File: src/hw/rtl/tccw_pkg.sv
// tccw_pkg: shared constants, command codes and link types for the text
// console character writer. No dependencies.

package tccw_pkg;

    // Grid geometry
    localparam int COLUMNS    = 80;
    localparam int ROWS       = 25;
    localparam int CELL_COUNT = ROWS * COLUMNS;

    localparam int ROW_W  = $clog2(ROWS);
    localparam int COL_W  = $clog2(COLUMNS);
    localparam int ADDR_W = $clog2(CELL_COUNT);

    // Command queue between front and back
    localparam int Q_DEPTH = 2;
    localparam int Q_PTR_W = $clog2(Q_DEPTH);

    localparam logic [7:0] BLANK_CHAR = 8'h20;
    localparam logic [7:0] RESET_ATTR = 8'h0F;
    localparam int         TAB_STEP   = 8;

    // Input modes
    localparam logic [1:0] MODE_PUT   = 2'd0;
    localparam logic [1:0] MODE_CLEAR = 2'd1;
    localparam logic [1:0] MODE_READ  = 2'd2;

    // Control characters
    localparam logic [7:0] CH_BS  = 8'd8;
    localparam logic [7:0] CH_TAB = 8'd9;
    localparam logic [7:0] CH_LF  = 8'd10;
    localparam logic [7:0] CH_CR  = 8'd13;

    // Command kinds produced by the front
    localparam logic [2:0] K_CHAR      = 3'd0;
    localparam logic [2:0] K_NEWLINE   = 3'd1;
    localparam logic [2:0] K_RETURN    = 3'd2;
    localparam logic [2:0] K_TAB       = 3'd3;
    localparam logic [2:0] K_BACKSPACE = 3'd4;
    localparam logic [2:0] K_CLEAR     = 3'd5;
    localparam logic [2:0] K_READ      = 3'd6;
    localparam logic [2:0] K_NONE      = 3'd7;

    typedef struct packed {
        logic [2:0]        kind;
        logic [7:0]        char_code;
        logic [ADDR_W-1:0] cell_addr;
        logic              read_ok;
    } t_cmd;

    // Queue head as seen by the back end
    typedef struct packed {
        logic valid;
        t_cmd cmd;
    } t_q_out;

    // Back end to front end
    typedef struct packed {
        logic pop;
        logic init_busy;
    } t_back_ctrl;

endpackage

File: src/hw/rtl/tccw_front.sv
// tccw_front: accepts input transactions, classifies them into commands and
// holds them in a short queue for the back end. Depends on tccw_pkg.

module tccw_front
    import tccw_pkg::*;
(
    input  logic       i_clk,
    input  logic       i_rst_n,
    input  logic       i_in_valid,
    output logic       o_in_stall,
    input  logic [1:0] i_mode,
    input  logic [7:0] i_char_code,
    input  logic [10:0] i_cell_index,
    input  t_back_ctrl i_ctrl,
    output t_q_out     o_q
);

    t_cmd                cmd_in;
    t_cmd                r_q [Q_DEPTH];
    logic [Q_PTR_W-1:0]  r_wr_ptr;
    logic [Q_PTR_W-1:0]  r_rd_ptr;
    logic [Q_PTR_W:0]    r_count;
    logic [Q_PTR_W:0]    n_count;
    logic                push;
    logic                full;

    always_comb begin
        cmd_in.char_code = i_char_code;
        cmd_in.cell_addr = ADDR_W'(i_cell_index);
        cmd_in.read_ok   = (32'(i_cell_index) < CELL_COUNT);
        unique case (i_mode)
            MODE_PUT: begin
                unique case (i_char_code)
                    CH_LF:   cmd_in.kind = K_NEWLINE;
                    CH_CR:   cmd_in.kind = K_RETURN;
                    CH_TAB:  cmd_in.kind = K_TAB;
                    CH_BS:   cmd_in.kind = K_BACKSPACE;
                    default: cmd_in.kind = K_CHAR;
                endcase
            end
            MODE_CLEAR: cmd_in.kind = K_CLEAR;
            MODE_READ:  cmd_in.kind = K_READ;
            default:    cmd_in.kind = K_NONE;
        endcase
    end

    assign full       = (r_count == (Q_PTR_W+1)'(Q_DEPTH));
    // Nothing is taken while the reset pass is still blanking the grid
    assign o_in_stall = full || i_ctrl.init_busy;
    assign push       = i_in_valid && !o_in_stall;

    always_comb begin
        case ({push, i_ctrl.pop})
            2'b10:   n_count = r_count + (Q_PTR_W+1)'(1);
            2'b01:   n_count = r_count - (Q_PTR_W+1)'(1);
            default: n_count = r_count;
        endcase
    end

    always_ff @(posedge i_clk) begin
        if (!i_rst_n) begin
            r_wr_ptr <= '0;
            r_rd_ptr <= '0;
            r_count  <= '0;
        end else begin
            if (push) begin
                r_wr_ptr <= r_wr_ptr + Q_PTR_W'(1);
            end
            if (i_ctrl.pop) begin
                r_rd_ptr <= r_rd_ptr + Q_PTR_W'(1);
            end
            r_count <= n_count;
        end
    end

    always_ff @(posedge i_clk) begin
        if (push) begin
            r_q[r_wr_ptr] <= cmd_in;
        end
    end

    assign o_q.valid = (r_count != '0);
    assign o_q.cmd   = r_q[r_rd_ptr];

`ifndef SYNTHESIS
    a_pop_not_empty: assert property (@(posedge i_clk) disable iff (!i_rst_n)
        i_ctrl.pop |-> (r_count != '0))
        else $error("queue popped while empty");

    a_count_max: assert property (@(posedge i_clk) disable iff (!i_rst_n)
        r_count <= (Q_PTR_W+1)'(Q_DEPTH))
        else $error("queue count beyond depth");

    a_push_room: assert property (@(posedge i_clk) disable iff (!i_rst_n)
        push |-> !full)
        else $error("transaction taken into a full queue");
`endif

endmodule

File: config.mk
export PLATFORM = sky130hd
export DESIGN_NAME = tccw_front
export DESIGN_NICKNAME = d
export VERILOG_FILES = /design/src/hw/rtl/tccw_pkg.sv /design/src/hw/rtl/tccw_front.sv
export SDC_FILE = /design/constraint.sdc
export NUM_CORES = 1
export LEC_CHECK = 0
export BUFFER_PORTS_ARGS = -buffer_cell sky130_fd_sc_hd__buf_2
export CORE_ASPECT_RATIO = 1.75
export CORE_MARGIN = 10
export CORE_UTILIZATION = 50
export CTS_CLUSTER_DIAMETER = 80
export CTS_CLUSTER_SIZE = 25
export DETAILED_ROUTE_END_ITERATION = 7
export PLACE_DENSITY = 0.86
export SYNTH_ARGS = -nofsm -noshare
export SYNTH_HDL_FRONTEND = slang
export SYNTH_SLANG_ARGS = --single-unit
File: constraint.sdc
create_clock -name i_clk -period 4.87 [get_ports i_clk]
set_input_delay 0.974 -clock i_clk [delete_from_list [all_inputs] [get_ports i_clk]]
set_output_delay 0.974 -clock i_clk [all_outputs]
set_load 0.02 [all_outputs]
After elaboration in Yosys (flattened, before gate mapping)

Memories as Yosys holds them, arrays and structs flattened. A register that Yosys moved wholly into a read port is not among the register bits.
Index checks and enable logic that the tools add are counted.

$lt $le $gt $ge: 1
Muxes and demuxes: 7
Add/sub/neg operators: 4
Reduce and logical (&&, ||, !) cells: 6
Equal/unequal tests: 9

Operators by type and width:

| cell                   | count |
|---|---|
| $eq A8 B4 Y1 const B   | 4 |
| $pmux W3 S4            | 1 |
| $lt A11 B11 Y1 const B | 1 |
| $pmux W3 S3            | 1 |
| $eq A2 B2 Y1 const B   | 3 |
| $eq A2 B1 Y1 const B   | 2 |
| $mux W1                | 4 |
| $pmux W2 S2            | 1 |
| $reduce_bool A2 Y1     | 2 |
| $add A1 B1 Y1 const B  | 2 |
| $add A2 B1 Y2 const B  | 1 |
| $logic_not A2 Y1       | 1 |
| $sub A2 B1 Y2 const B  | 1 |
| $logic_and A1 B1 Y1    | 1 |
| $logic_not A1 Y1       | 1 |
| $logic_or A1 B1 Y1     | 1 |

Flip-flop bits (word level): 4
Bits in writable memories: 46
Memories: 1
Logic and storage cells: 31

Memory list:

| memory | depth | width | rd ports | clocked after Yosys merged registers in | write ports | line             | source |
|---|---|---|---|---|---|---|---|
| r_q    | 2     | 23    | 1        | 1                                       | 1           | tccw_front.sv:19 | `t_cmd r_q [Q_DEPTH];` |

Longest topological paths before layout

Gate-level depths: netlist of run 1.

Depth in word-level cells: 6
Depth in mapped cells: 7

Worst setup path after synthesis of run 1

Ideal clock, no wire load.

Path kind: input to register
Start: input port i_ctrl[0] (netlist bit)
End: memory r_q[0][0] (netlist bit) (enable)
Path slack: 2002 ps
Path buffers: 1
Required time: 4467 ps
Arrival time: 2465 ps
Stages: 3
Setup time: 403 ps
Cells stage by stage: or3b_1 -> buf_2 -> nor2_1

Cells in the longest elaborated chain, start to end: 5

Ends and longest elaborated chain:

| item                          | line             | source |
|---|---|---|
| start, declared               | tccw_front.sv:14 | `input t_back_ctrl i_ctrl,` |
| $logic_or A1 B1 Y1            | tccw_front.sv:49 | `assign o_in_stall = full \|\| i_ctrl.init_busy;` |
| $logic_not A1 Y1              | tccw_front.sv:50 | `assign push = i_in_valid && !o_in_stall;` |
| $logic_and A1 B1 Y1           | tccw_front.sv:50 |  |
| $mux W1                       | tccw_front.sv:77 | `if (push) begin` |
| $mux W1 (implied by the code) | tccw_front.sv:78 | `r_q[r_wr_ptr] <= cmd_in;` |
| end, declared                 | tccw_front.sv:19 |  |

Every way passes these cells.

==> reports/summary.txt, run 1 <==
========================================================================================================
Result of the run .........................................................................    completed
Mean instance size in the synthesized netlist .............................................    17.7 um^2
Synthesized netlist net count .............................................................          142
Pin count of the biggest net entering global routing ......................................           24
Wirelength per Cell .......................................................................      17.2 um
Worst reg2reg setup slack .................................................................      2.67 ns
Startpoint Class ..........................................................................         flop
Die outline width .........................................................................      67.9 um
Final setup skew ..........................................................................   0.00739 ns
DR DRC count ..............................................................................            0
Met2 wire length ..........................................................................      2170 um
Initial Util ..............................................................................        51.8%
Top-level I/O count .......................................................................           51
Fraction of layout cells with a size suffix above 1 .......................................        48.8%
Vertical die dimension ....................................................................       104 um
Total power per unit cell area ............................................................  365 nW/um^2
Clock root cell ........................................................................... sky130_fd_sc_hd__clkbuf_8
Placement Rows ............................................................................           30
Ratio of final minimum period to clock period .............................................        58.4%
Number of detailed-route iterations in the first pass .....................................            4
Unrepaired setup endpoints after global routing ...........................................           no
Number of buffers inserted during clock tree synthesis ....................................            5
Final instance area .......................................................................    2380 um^2
Antenna Diode Count .......................................................................            0
Gpl congestion ............................................................................        0.757
Syn Std Cell Area .........................................................................    2000 um^2
Final Max Tran Viols ......................................................................            0
Total routed wire length on the met1 layer ................................................      1200 um
Transition time at the pin with the least slew margin .....................................      1.13 ns
Detailed-placement wirelength estimate ....................................................      2810 um
Total number of nets in the final design ..................................................          196
Synthesis-to-layout area growth ...........................................................        19.0%
Endpoint arrival time on the critical path ................................................      1.87 ns
Via count of the first global-routing pass ................................................         1252
Number of design-rule violations left by the first detailed-router iteration ..............           40
Netlist cell types ........................................................................           24
Part of the Yosys area used for sequential elements .......................................        73.9%
Synthesis Warnings ........................................................................            0
H-Tree Depth ..............................................................................            2
Routed vias ...............................................................................         1112
Buffers inserted by post-CTS timing repair ................................................            0
Critical R2R Launch ....................................................................... r_count[1]$_SDFFE_PN0P_
Initial antenna violation count ...........................................................            0
Max Buffers Root-to-Sink ..................................................................            2
P_leak ....................................................................................  0.000893 uW
Port Buffers ..............................................................................           50
CTS sink count ............................................................................           51
CTS tree ..................................................................................        built
Finish-stage setup viols ..................................................................            0
CP required ...............................................................................      3.90 ns
Cell Area, Placed .........................................................................    2300 um^2
Endpoints failing hold ....................................................................            0
Min-Delay Path Class ...................................................................... flop to flop
Standard cell core area ...................................................................    3870 um^2
Worst hold path cell count ................................................................            2
Global-route total usage across every layer ...............................................        11.2%
Antenna-violating nets left ...............................................................            0
Wire length of the first global-routing pass ..............................................      5830 um
Hold Startpoint ........................................................................... r_wr_ptr$_SDFFE_PN0P_
Depth of the worst register-to-register path ..............................................            3
Cts repair resizes ........................................................................            0
FMAX ......................................................................................    0.352 GHz
Max-cap check violation count .............................................................            0
Clock latency reported for the late side of the worst-skew pair ...........................      0.30 ns
Crit-path max FO ..........................................................................           23
Worst-case vdd ir drop ....................................................................     0.263 mV
Worst max-slew margin expressed relative to the limit .....................................        24.6%
Post-CTS clock slew at the launch and capture registers of the worst setup and hold paths .      0.08 ns
Type of destination of the critical path ..................................................   output pin
Max Used Layer ............................................................................         met4
Final critical delay including setup and external delays ..................................      2.84 ns
Post-Synthesis Cells ......................................................................          113
Endpoint of the worst hold-timing path .................................................... r_wr_ptr$_SDFFE_PN0P_
Worst reg2reg path endpoint ............................................................... r_q[0][4]$_DFFE_PP_
Grt total ovfl ............................................................................            0
Number of synthesized register bits .......................................................           51
Startpoint-to-endpoint class of the critical path ......................................... flop to output pin
Die area ..................................................................................    7040 um^2
Wire length on met3 .......................................................................       253 um
Via/cell ratio ............................................................................         5.15
Sum Neg Setup Slack .......................................................................         0 ns
Quantity of hold-fixing buffers added after cts ...........................................            0
Detailed-route wire length ................................................................      3720 um
Number of fill cells in the layout ........................................................          305
========================================================================================================
## layout make-up
class / count / area [um^2] / share of cell area [%]
multi-input cells: 55 / 498 / 20.9
inverters: 4 / 15.0 / 0.630
clock buffers: 8 / 80.1 / 3.36
repair buffers: 50 / 250 / 10.5
flip-flops and latches: 51 / 1480 / 62.1
well taps: 48 / 60.1 / 2.52
## power by group
group	leakage (uW)	internal [uW]	switching, uW
sequential	0.000461	503	14.7
clock	0.0000395	102	122
combinational	0.000392	56.0	72.7
## worst max-delay path, cell delays in order, from the launching register on
cell and delay (ns):
sky130_fd_sc_hd__dfxtp_1 0.97, sky130_fd_sc_hd__mux2_2 0.43, sky130_fd_sc_hd__buf_2 0.16
## cells in the final DEF, fill, tap and decap left out
master                      netlist  routed
sky130_fd_sc_hd__nand3b_1         1       1
sky130_fd_sc_hd__o41ai_1          3       3
sky130_fd_sc_hd__mux2i_1          1       1
sky130_fd_sc_hd__nand2_1          2       2
sky130_fd_sc_hd__a21oi_1          2       2
sky130_fd_sc_hd__dfxtp_1          5       5
sky130_fd_sc_hd__clkbuf_1         0       3
sky130_fd_sc_hd__inv_1            4       4
sky130_fd_sc_hd__and2_1           3       3
sky130_fd_sc_hd__buf_2            3      50
sky130_fd_sc_hd__or3_1            1       1
sky130_fd_sc_hd__nor2_1           3       1
sky130_fd_sc_hd__xor2_1           1       1
sky130_fd_sc_hd__or3b_1           1       1
sky130_fd_sc_hd__nor2_2           0       2
sky130_fd_sc_hd__and3_1           1       1
sky130_fd_sc_hd__mux2_2          23      23
sky130_fd_sc_hd__xnor2_1          3       3
sky130_fd_sc_hd__nor2b_1          1       1
sky130_fd_sc_hd__a21boi_0         1       1
sky130_fd_sc_hd__o21ai_0          1       1
sky130_fd_sc_hd__o2111ai_1        1       1
sky130_fd_sc_hd__nor4b_1          1       1
sky130_fd_sc_hd__clkbuf_8         0       5
sky130_fd_sc_hd__ha_1             3       3
sky130_fd_sc_hd__edfxtp_1        46      46
sky130_fd_sc_hd__or2_2            2       2
## synthesized netlist by cell type
| library cell | count | area (um^2) |
|---|---|---|
| sky130_fd_sc_hd__buf_2 | 3 | 15.0 |
| sky130_fd_sc_hd__or3b_1 | 1 | 8.76 |
| sky130_fd_sc_hd__dfxtp_1 | 5 | 100 |
| sky130_fd_sc_hd__nor2b_1 | 1 | 6.26 |
| sky130_fd_sc_hd__nor2_1 | 3 | 11.3 |
| sky130_fd_sc_hd__a21oi_1 | 2 | 10.0 |
| sky130_fd_sc_hd__nand2_1 | 2 | 7.51 |
| sky130_fd_sc_hd__edfxtp_1 | 46 | 1380 |
| sky130_fd_sc_hd__xor2_1 | 1 | 8.76 |
| sky130_fd_sc_hd__mux2i_1 | 1 | 10.0 |
| sky130_fd_sc_hd__or3_1 | 1 | 6.26 |
| sky130_fd_sc_hd__nand3b_1 | 1 | 7.51 |
| sky130_fd_sc_hd__ha_1 | 3 | 37.5 |
| sky130_fd_sc_hd__mux2_2 | 23 | 259 |
| sky130_fd_sc_hd__and2_1 | 3 | 18.8 |
| sky130_fd_sc_hd__o2111ai_1 | 1 | 8.76 |
| sky130_fd_sc_hd__a21boi_0 | 1 | 7.51 |
| sky130_fd_sc_hd__and3_1 | 1 | 6.26 |
| sky130_fd_sc_hd__nor4b_1 | 1 | 8.76 |
| sky130_fd_sc_hd__o41ai_1 | 3 | 26.3 |
| sky130_fd_sc_hd__or2_2 | 2 | 12.5 |
| sky130_fd_sc_hd__o21ai_0 | 1 | 5.00 |
| sky130_fd_sc_hd__inv_1 | 4 | 15.0 |
| sky130_fd_sc_hd__xnor2_1 | 3 | 26.3 |
## per-layer routing
metal | vias to the layer above | track usage, %
met5 | - | 0
met4 | 0 | 6.07
met3 | 7 | 4.31
met2 | 42 | 19.9
met1 | 525 | 10.1
li1 | 538 | -
## through the flow
stage / total power (uW) / hold slack, ns / utilization, % / setup WS (ns) / instances
floorplan: 608 / 0.451 / - / 2.00 / 113
global placement: 651 / 0.471 / 59.6 / 2.12 / 208
detailed placement: 659 / 0.490 / 59.6 / 2.03 / 208
CTS: 876 / 0.500 / 61.7 / 1.97 / 216
global route: 906 / 0.543 / 61.7 / 1.90 / 216
finish: 871 / 0.499 / 61.7 / 2.03 / 216
## state kept, by name, indices dropped and copies added, names as in the netlist, named ones only
| signal | flops |
|---|---|
| r_rd_ptr | 1 |
| r_count | 2 |
| r_wr_ptr | 1 |
| r_q | 46 |
## how the worst max path moves through the flow
stage / endpoint
5_1_grt: o_q[22]
3_3_place_gp: r_q[1][17]$_DFFE_PP_
2_1_floorplan: r_q[0][0]$_DFFE_PP_
6_report: o_q[5]
4_1_cts: o_q[12]
3_5_place_dp: r_q[1][16]$_DFFE_PP_
## logic make-up after synthesis
group | Yosys count | synth area share, %
adders and majority gates | 3 | 1.87
buffers and inverters | 7 | 1.50
DFF | 51 | 73.9
muxes | 24 | 13.4
xor gates and xnor gates | 4 | 1.75
AOI/OAI and AO/OA | 8 | 2.87
and+or+nand+nor | 16 | 4.68
(Power assumes the default switching activity.)
==> run 2: changes to the inputs <==
Settings changed: ABC_AREA set to 1, CORE_UTILIZATION 50 to 47, PLACE_DENSITY 0.86 to 0.85.
Clock period 4.87 ns to 2.4 ns, I/O delays scaled along.
==> run 2 against run 1 <==
Compared with the run above: design area grew 3.7%; die area grew 5.7%; via count grew 7.9%; first-iteration DRC count is the same; core utilization shrank 2.1 points; register-to-register slack lost 1.9 ns; power grew 110%; worst setup slack lost 1.5 ns; global-route usage shrank 0.93 points; critical endpoint is now o_q[20]; highest routed layer unchanged.
==> reports/summary.txt, run 2 <==
========================================================================================================
P_leak ....................................................................................  0.000978 uW   was 0.000893 uW
CTS sink count ............................................................................           51   unchanged
Max Used Layer ............................................................................         met4   unchanged
Final critical delay including setup and external delays ..................................      1.84 ns
Sum Neg Setup Slack .......................................................................         0 ns   unchanged
Max-cap check violation count .............................................................            0   unchanged
Post-Synthesis Cells ......................................................................          130   was 113
Die area ..................................................................................    7440 um^2   was 7040 um^2
Initial Util ..............................................................................        48.8%   was 51.8%
Main area contributors after synthesis .................................................... sky130_fd_sc_hd__edfxtp_1, sky130_fd_sc_hd__mux2_2, sky130_fd_sc_hd__dfxtp_1, sky130_fd_sc_hd__nand2_1, sky130_fd_sc_hd__nor2_1   was sky130_fd_sc_hd__edfxtp_1, sky130_fd_sc_hd__mux2_2, sky130_fd_sc_hd__dfxtp_1, sky130_fd_sc_hd__ha_1, sky130_fd_sc_hd__o41ai_1
H-Tree Depth ..............................................................................            2   unchanged
Standard cell core area ...................................................................    4150 um^2   was 3870 um^2
Clock root cell ........................................................................... sky130_fd_sc_hd__clkbuf_8   unchanged
Cts repair resizes ........................................................................            0   unchanged
Post-place setup slack ....................................................................     0.629 ns   was 2.03 ns
Async S/R FF share, synth .................................................................           0%   unchanged
Number of detailed-route iterations in the first pass .....................................            4   unchanged
Sequential share of power .................................................................        56.4%   was 59.4%
Synth cell count leaders .................................................................. sky130_fd_sc_hd__edfxtp_1, sky130_fd_sc_hd__mux2_2, sky130_fd_sc_hd__nand2_1   was sky130_fd_sc_hd__edfxtp_1, sky130_fd_sc_hd__mux2_2, sky130_fd_sc_hd__dfxtp_1
Synthesis-to-layout area growth ...........................................................        22.0%   was 19.0%
DR DRC count ..............................................................................            0   unchanged
Max reg flops .............................................................................           46   unchanged
Fraction of layout cells with a size suffix above 1 .......................................        46.9%   was 48.8%
Detailed-route wire length ................................................................      3820 um   was 3720 um
Die outline width .........................................................................      69.6 um   was 67.9 um
Dominant cell type by area after synthesis ................................................ sky130_fd_sc_hd__edfxtp_1   unchanged
Placement Rows ............................................................................           31   was 30
Top-level I/O count .......................................................................           51   unchanged
Gpl congestion ............................................................................        0.746   was 0.757
Met2 wire length ..........................................................................      2170 um   about the same
Initial antenna violation count ...........................................................            0   unchanged
Wirelength per Cell .......................................................................      15.8 um   was 17.2 um
Most common cell after layout, fill and taps aside ........................................ sky130_fd_sc_hd__buf_2   unchanged
Endpoints failing hold ....................................................................            0   unchanged
Post-synth EDFFs ..........................................................................           46   unchanged
Final WS setup ............................................................................     0.555 ns   was 2.03 ns
Most flop-heavy register ..................................................................          r_q   unchanged
Antenna Diode Count .......................................................................            0   unchanged
Max Buffers Root-to-Sink ..................................................................            2   unchanged
Vertical die dimension ....................................................................       107 um   was 104 um
Endpoint arrival time on the critical path ................................................      1.36 ns   was 1.87 ns
Port Buffers ..............................................................................           50   unchanged
Final setup skew ..........................................................................   0.00712 ns   was 0.00739 ns
Quantity of hold-fixing buffers added after cts ...........................................            0   unchanged
Worst max-slew margin expressed relative to the limit .....................................        70.3%   was 24.6%
Worst path slowest cell ................................................................... sky130_fd_sc_hd__mux2_2   was sky130_fd_sc_hd__dfxtp_1
Mean instance size in the synthesized netlist .............................................    15.6 um^2   was 17.7 um^2
Detailed-placement wirelength estimate ....................................................      3060 um   was 2810 um
Ys flop type .............................................................................. sky130_fd_sc_hd__edfxtp_1   unchanged
FMAX ......................................................................................    0.542 GHz
Grt total ovfl ............................................................................            0   unchanged
Clk network pwr share .....................................................................        30.7%   was 25.8%
Logic gate share of total power ...........................................................        12.9%   was 14.8%
Part of the Yosys area used for sequential elements .......................................        73.1%   was 73.9%
Biggest cell delay along the critical path ................................................      0.37 ns   was 0.97 ns
Worst-path cell chain ..................................................................... buf_4 -> mux2_2 -> buf_2   was mux2_2 -> buf_2
Netlist cell types ........................................................................           18   was 24
Number of synthesized register bits .......................................................           51   unchanged
CTS tree ..................................................................................        built   unchanged
Number of buffers inserted during clock tree synthesis ....................................            5   unchanged
Area share of the largest cell type after synthesis .......................................        68.1%   was 68.9%
Wire length on met3 .......................................................................       169 um   was 253 um
Startpoint-to-endpoint class of the critical path ......................................... flop to output pin   unchanged
Ratio of final minimum period to clock period .............................................        76.9%
Wire length of the first global-routing pass ..............................................      6220 um   was 5830 um
Total number of nets in the final design ..................................................          220   was 196
Multi-input logic area ....................................................................     498 um^2   unchanged
Worst-case vdd ir drop ....................................................................     0.493 mV   was 0.263 mV
Via/cell ratio ............................................................................         4.98   was 5.15
Buffers inserted by post-CTS timing repair ................................................            0   unchanged
Cell family with the largest share of critical-path delay ................................. buffers and inverters   was flip-flops
Total power per unit cell area ............................................................  734 nW/um^2   was 365 nW/um^2
Largest registers ranked by flip-flop count ............................................... r_q (46), r_count (2)   unchanged
Switching power share of the total ........................................................        22.3%   was 24.1%
Syn Std Cell Area .........................................................................    2030 um^2   was 2000 um^2
Internal power consumption ................................................................      1410 uW   was 661 uW
Unrepaired setup endpoints after global routing ...........................................           no   unchanged
Number of design-rule violations left by the first detailed-router iteration ..............           40   unchanged
Via count of the first global-routing pass ................................................         1328   was 1252
Pin count of the biggest net entering global routing ......................................           16   was 24
Crit-path max FO ..........................................................................           13   was 23
Routed vias ...............................................................................         1200   was 1112
Type of destination of the critical path ..................................................   output pin   unchanged
Result of the run .........................................................................    completed   unchanged
Total routed wire length on the met1 layer ................................................      1440 um   was 1200 um
Startpoint Class ..........................................................................         flop   unchanged
Finish-stage setup viols ..................................................................            0   unchanged
Synthesis Warnings ........................................................................            0   unchanged
CP required ...............................................................................      1.92 ns   was 3.90 ns
Min-Delay Path Class ...................................................................... primary input to flop   was flop to flop
Number of fill cells in the layout ........................................................          333   was 305
Transition time at the pin with the least slew margin .....................................     0.445 ns   was 1.13 ns
Post-CTS clock slew at the launch and capture registers of the worst setup and hold paths .      0.08 ns   about the same
Most used cells in the layout excluding fill and tap cells ................................ sky130_fd_sc_hd__buf_2, sky130_fd_sc_hd__edfxtp_1, sky130_fd_sc_hd__mux2_2   unchanged
Antenna-violating nets left ...............................................................            0   unchanged
Critical path buffers and inverters .......................................................            2   was 1
Clock latency reported for the late side of the worst-skew pair ...........................      0.29 ns   was 0.30 ns
Final Max Tran Viols ......................................................................            0   unchanged
Reg area ..................................................................................    1480 um^2   unchanged
Global-route total usage across every layer ...............................................        10.3%   was 11.2%
Most common cell in the netlist ........................................................... sky130_fd_sc_hd__edfxtp_1   unchanged
NetSw .....................................................................................       405 uW   was 210 uW
Synthesized netlist net count .............................................................          159   was 142
========================================================================================================
run 2: layout make-up:
type                       instances  area share [%]
clock buffer                       5            2.78
clock inverter                     3            1.57
inverter                           8            1.21
multi-input combinational         69            20.1
sequential                        51            59.9
tap                               49            2.48
timing repair buffer              56            11.9
run 2: metrics by stage:
step | std cells | hold WS (ns) | power, uW | utilization (%) | instance area [um^2]
2_1_floorplan | 130 | 0.459 | 1190 | - | 2030
6_report | 241 | 0.375 | 1820 | 59.6 | 2470
3_3_place_gp | 233 | 0.478 | 1280 | 57.0 | 2370
5_1_grt | 241 | 0.367 | 1890 | 59.6 | 2470
4_1_cts | 241 | 0.366 | 1830 | 59.6 | 2470
3_5_place_dp | 233 | 0.488 | 1280 | 57.0 | 2370
run 2: path summary, 6_finish.rpt:
path | startpoint | to | slack (ns) | cells past startpoint
worst max register to register | r_count[0]$_SDFFE_PN0P_ | r_q[0][7]$_DFFE_PP_ | 0.77 | 5
worst min register to register | r_rd_ptr$_SDFFE_PN0P_ | flop | 0.52 | 2
worst max-delay path | flop | o_q[20] | 0.56 | 3
worst min-delay path | i_cell_index[0] | r_q[1][1]$_DFFE_PP_ | 0.37 | 1
run 2: cells by family (layout without fill, tap and decap cells):
group | after synthesis | after routing | share of synthesized area [%]
AO/OA/AOI/OAI | 6 | 6 | 1.67
XOR/XNOR | 1 | 1 | 0.432
adder cells (fa/ha/maj) | 3 | 3 | 1.85
buffers and inverters | 10 | 72 | 2.59
flip-flops | 51 | 51 | 73.1
multiplexers | 23 | 23 | 12.8
AND/OR/NAND/NOR | 36 | 36 | 7.59
run 2: routing by layer:
layer / vias to the layer above / GRT usage [%]
li1: 592 / -
met1: 575 / 9.74
met2: 29 / 19.8
met3: 4 / 2.77
met4: 0 / 4.82
met5: - / 0
run 2: power by group through the flow:
stage / Clock, uW / Combinational (uW) / Sequential (uW)
finish: 557 / 235 / 1020
detailed placement: 0 / 240 / 1040
floorplan: 0 / 147 / 1040
global route: 604 / 259 / 1030
global placement: 0 / 232 / 1040
CTS: 567 / 241 / 1020
==> run 3: changes to the inputs <==
Settings changed: ABC_AREA 1 to 0.
Clock period 2.4 ns to 1.6 ns, I/O delays scaled along.
==> run 3 against run 2 <==
Compared with the run above: the run now ends with setup timing left; clock power increased by 24%; sequential power grew 53%; power up 53%; count of clock-buffer cells in the layout unchanged; routed wire length grew 12%; critical path depth did not move; combinational power increased by 130%; sequential share of layout area fell by 3.6 points; die area decreased by 0.85%; largest cell class unchanged.
==> reports/summary.txt, run 3 (synthesized netlist as in run 1, its figures left out) <==
========================================================================================================
Switching power share of the total ........................................................        24.9%   was 22.3%
Clk network pwr share .....................................................................        24.7%   was 30.7%
Detailed-route wire length ................................................................      4300 um   was 3820 um
Type of destination of the critical path ..................................................   output pin   unchanged
Via/cell ratio ............................................................................         5.21   was 4.98
Total power per unit cell area ............................................................ 1050 nW/um^2   was 734 nW/um^2
Final critical delay including setup and external delays ..................................      1.65 ns
Largest registers ranked by flip-flop count ............................................... r_q (46), r_count (2)   unchanged
Number of detailed-route iterations in the first pass .....................................            4   unchanged
Number of design-rule violations left by the first detailed-router iteration ..............           34   was 40
Post-route non-filler standard cell count .................................................          227   was 241
NetSw .....................................................................................       693 uW   was 405 uW
Initial antenna violation count ...........................................................            0   unchanged
Clock root cell ........................................................................... sky130_fd_sc_hd__clkbuf_8   unchanged
Min-Delay Path Class ...................................................................... primary input to flop   unchanged
Worst-path cell chain ..................................................................... clkbuf_16 -> mux2_2 -> buf_2   was buf_4 -> mux2_2 -> buf_2
Most flop-heavy register ..................................................................          r_q   unchanged
P_leak ....................................................................................   0.00101 uW   was 0.000978 uW
Fraction of layout cells with a size suffix above 1 .......................................        56.7%   was 46.9%
Most used cells in the layout excluding fill and tap cells ................................ sky130_fd_sc_hd__edfxtp_1, sky130_fd_sc_hd__buf_2, sky130_fd_sc_hd__mux2_2   was sky130_fd_sc_hd__buf_2, sky130_fd_sc_hd__edfxtp_1, sky130_fd_sc_hd__mux2_2
CTS sink count ............................................................................           51   unchanged
FMAX ......................................................................................    0.605 GHz
Critical path buffers and inverters .......................................................            2   unchanged
Ratio of final minimum period to clock period .............................................         103%
Quantity of hold-fixing buffers added after cts ...........................................            0   unchanged
Antenna Diode Count .......................................................................            0   unchanged
Max Buffers Root-to-Sink ..................................................................            2   unchanged
Endpoints failing hold ....................................................................            0   unchanged
Unrepaired setup endpoints after global routing ...........................................          yes   was no
Grt total ovfl ............................................................................            0   unchanged
H-Tree Depth ..............................................................................            2   unchanged
Final WS setup ............................................................................   -0.0541 ns   was 0.555 ns
Worst path slowest cell ................................................................... sky130_fd_sc_hd__dfxtp_4   was sky130_fd_sc_hd__mux2_2
Sequential share of power .................................................................        56.1%   was 56.4%
Via count of the first global-routing pass ................................................         1301   was 1328
Result of the run ......................................................................... finished, violations left   was completed
Antenna-violating nets left ...............................................................            0   unchanged
Most common cell after layout, fill and taps aside ........................................ sky130_fd_sc_hd__edfxtp_1   was sky130_fd_sc_hd__buf_2
Reg area ..................................................................................    1490 um^2   was 1480 um^2
Critical path depth .......................................................................            3   unchanged
Crit-path max FO ..........................................................................           11   was 13
Detailed-placement wirelength estimate ....................................................      3020 um   was 3060 um
Finish-stage setup viols ..................................................................           34   was 0
Global-route total usage across every layer ...............................................        10.6%   was 10.3%
Post-place setup slack ....................................................................   -0.0882 ns   was 0.629 ns
Routed vias ...............................................................................         1182   was 1200
Multi-input logic area ....................................................................     542 um^2   was 498 um^2
Post-CTS clock slew at the launch and capture registers of the worst setup and hold paths .      0.09 ns   was 0.08 ns
Final Max Tran Viols ......................................................................            0   unchanged
DR DRC count ..............................................................................            0   unchanged
Internal power consumption ................................................................      2090 uW   was 1410 uW
CP required ...............................................................................      1.28 ns   was 1.92 ns
Cell family with the largest share of critical-path delay .................................   flip-flops   was buffers and inverters
Port Buffers ..............................................................................           50   unchanged
Die outline width .........................................................................      69.4 um   was 69.6 um
Endpoint arrival time on the critical path ................................................      1.33 ns   was 1.36 ns
Vertical die dimension ....................................................................       106 um   was 107 um
Number of buffers inserted during clock tree synthesis ....................................            5   unchanged
Gpl congestion ............................................................................        0.745   was 0.746
Critical R2R Launch ....................................................................... r_count[1]$_SDFFE_PN0P_   was r_count[0]$_SDFFE_PN0P_
Synthesis-to-layout area growth ...........................................................        31.8%   was 22.0%
Worst max-slew margin expressed relative to the limit .....................................        65.6%   was 70.3%
Max reg flops .............................................................................           46   unchanged
Max-cap check violation count .............................................................            0   unchanged
Last element of the critical path .........................................................      o_q[21]   was o_q[20]
Wirelength per Cell .......................................................................      18.9 um   was 15.8 um
Clock latency reported for the late side of the worst-skew pair ...........................      0.29 ns   about the same
Biggest cell delay along the critical path ................................................      0.38 ns   was 0.37 ns
Worst reg2reg setup slack .................................................................     -0.04 ns   was 0.77 ns
Die area ..................................................................................    7380 um^2   was 7440 um^2
Total number of nets in the final design ..................................................          206   was 220
Failing checks ............................................................................ setup timing
Standard cell core area ...................................................................    4150 um^2   unchanged
Worst reg2reg path endpoint ............................................................... r_count[1]$_SDFFE_PN0P_   was r_q[0][7]$_DFFE_PP_
Initial Util ..............................................................................        48.3%   was 48.8%
Wire length of the first global-routing pass ..............................................      6220 um   unchanged
Placed cell count .........................................................................          214   was 233
Logic gate share of total power ...........................................................        19.2%   was 12.9%
Number of fill cells in the layout ........................................................          289   was 333
Final setup skew ..........................................................................   0.00671 ns   was 0.00712 ns
Worst-case vdd ir drop ....................................................................      1.14 mV   was 0.493 mV
Depth of the worst register-to-register path ..............................................            6   was 5
Pin count of the biggest net entering global routing ......................................           24   was 16
Transition time at the pin with the least slew margin .....................................     0.509 ns   was 0.445 ns
CTS tree ..................................................................................        built   unchanged
Startpoint Class ..........................................................................         flop   unchanged
Startpoint-to-endpoint class of the critical path ......................................... flop to output pin   unchanged
Placement Rows ............................................................................           31   unchanged
Top-level I/O count .......................................................................           51   unchanged
========================================================================================================
==> run 3: metrics by stage <==
| step | TNS, ns | instance area [um^2] | power [uW] | utilization [%] | hold WS, ns |
|---|---|---|---|---|---|
| 2_1_floorplan | -3.05 | 2040 | 1860 | - | 0.419 |
| 3_3_place_gp | -0.0183 | 2400 | 2020 | 57.9 | 0.473 |
| 3_5_place_dp | -2.35 | 2400 | 2050 | 57.9 | 0.510 |
| 4_1_cts | -1.36 | 2510 | 2740 | 60.6 | 0.210 |
| 5_1_grt | -3.20 | 2640 | 2880 | 63.6 | 0.206 |
| 6_report | -1.00 | 2640 | 2790 | 63.6 | 0.214 |
==> run 3: timing repair <==
item	CTS	global route
endpoints found under the setup margin	70	70
pin swaps	1	1
cloned	0	3
hold endpoints to repair	0	0
setup buffers	1	1
gates resized for setup	8	18
==> run 3: cell type report <==
| class | count | share of cell area [%] |
|---|---|---|
| inverters | 4 | 0.568 |
| clock inverters | 3 | 0.568 |
| flip-flops and latches | 51 | 56.3 |
| multi-input cells | 55 | 20.5 |
| repair buffers | 60 | 17.1 |
| well taps | 49 | 2.32 |
| clock buffers | 5 | 2.61 |
==> run 3: worst min-delay path by stage <==
stage / end / cells after the start / slack (ns) / startpoint
floorplan: r_q[0][10]$_DFFE_PP_ / 0 / 0.42 / i_cell_index[9]
global placement: r_count[1]$_SDFFE_PN0P_ / 2 / 0.47 / r_count[1]$_SDFFE_PN0P_
detailed placement: r_count[1]$_SDFFE_PN0P_ / 2 / 0.51 / r_count[1]$_SDFFE_PN0P_
CTS: r_q[0][3]$_DFFE_PP_ / 1 / 0.21 / i_cell_index[2]
global route: r_q[1][1]$_DFFE_PP_ / 1 / 0.21 / i_cell_index[0]
finish: r_q[0][3]$_DFFE_PP_ / 1 / 0.21 / i_cell_index[2]
==> run 3: power by group through the flow <==
stage | Sequential, uW | Combinational, uW | Clock (uW)
floorplan | 1580 | 283 | 0
global placement | 1580 | 445 | 0
detailed placement | 1590 | 464 | 0
CTS | 1560 | 486 | 694
global route | 1570 | 571 | 739
finish | 1560 | 536 | 688
==> run 3: per-layer routing <==
| layer | up-vias | share of wire [%] | track usage, % |
|---|---|---|---|
| li1 | 558 | - | - |
| met1 | 584 | 34 | 8.76 |
| met2 | 34 | 59 | 20.9 |
| met3 | 6 | 5.8 | 3.45 |
| met4 | 0 | 1.7 | 5.78 |
| met5 | - | 0 | 0 |
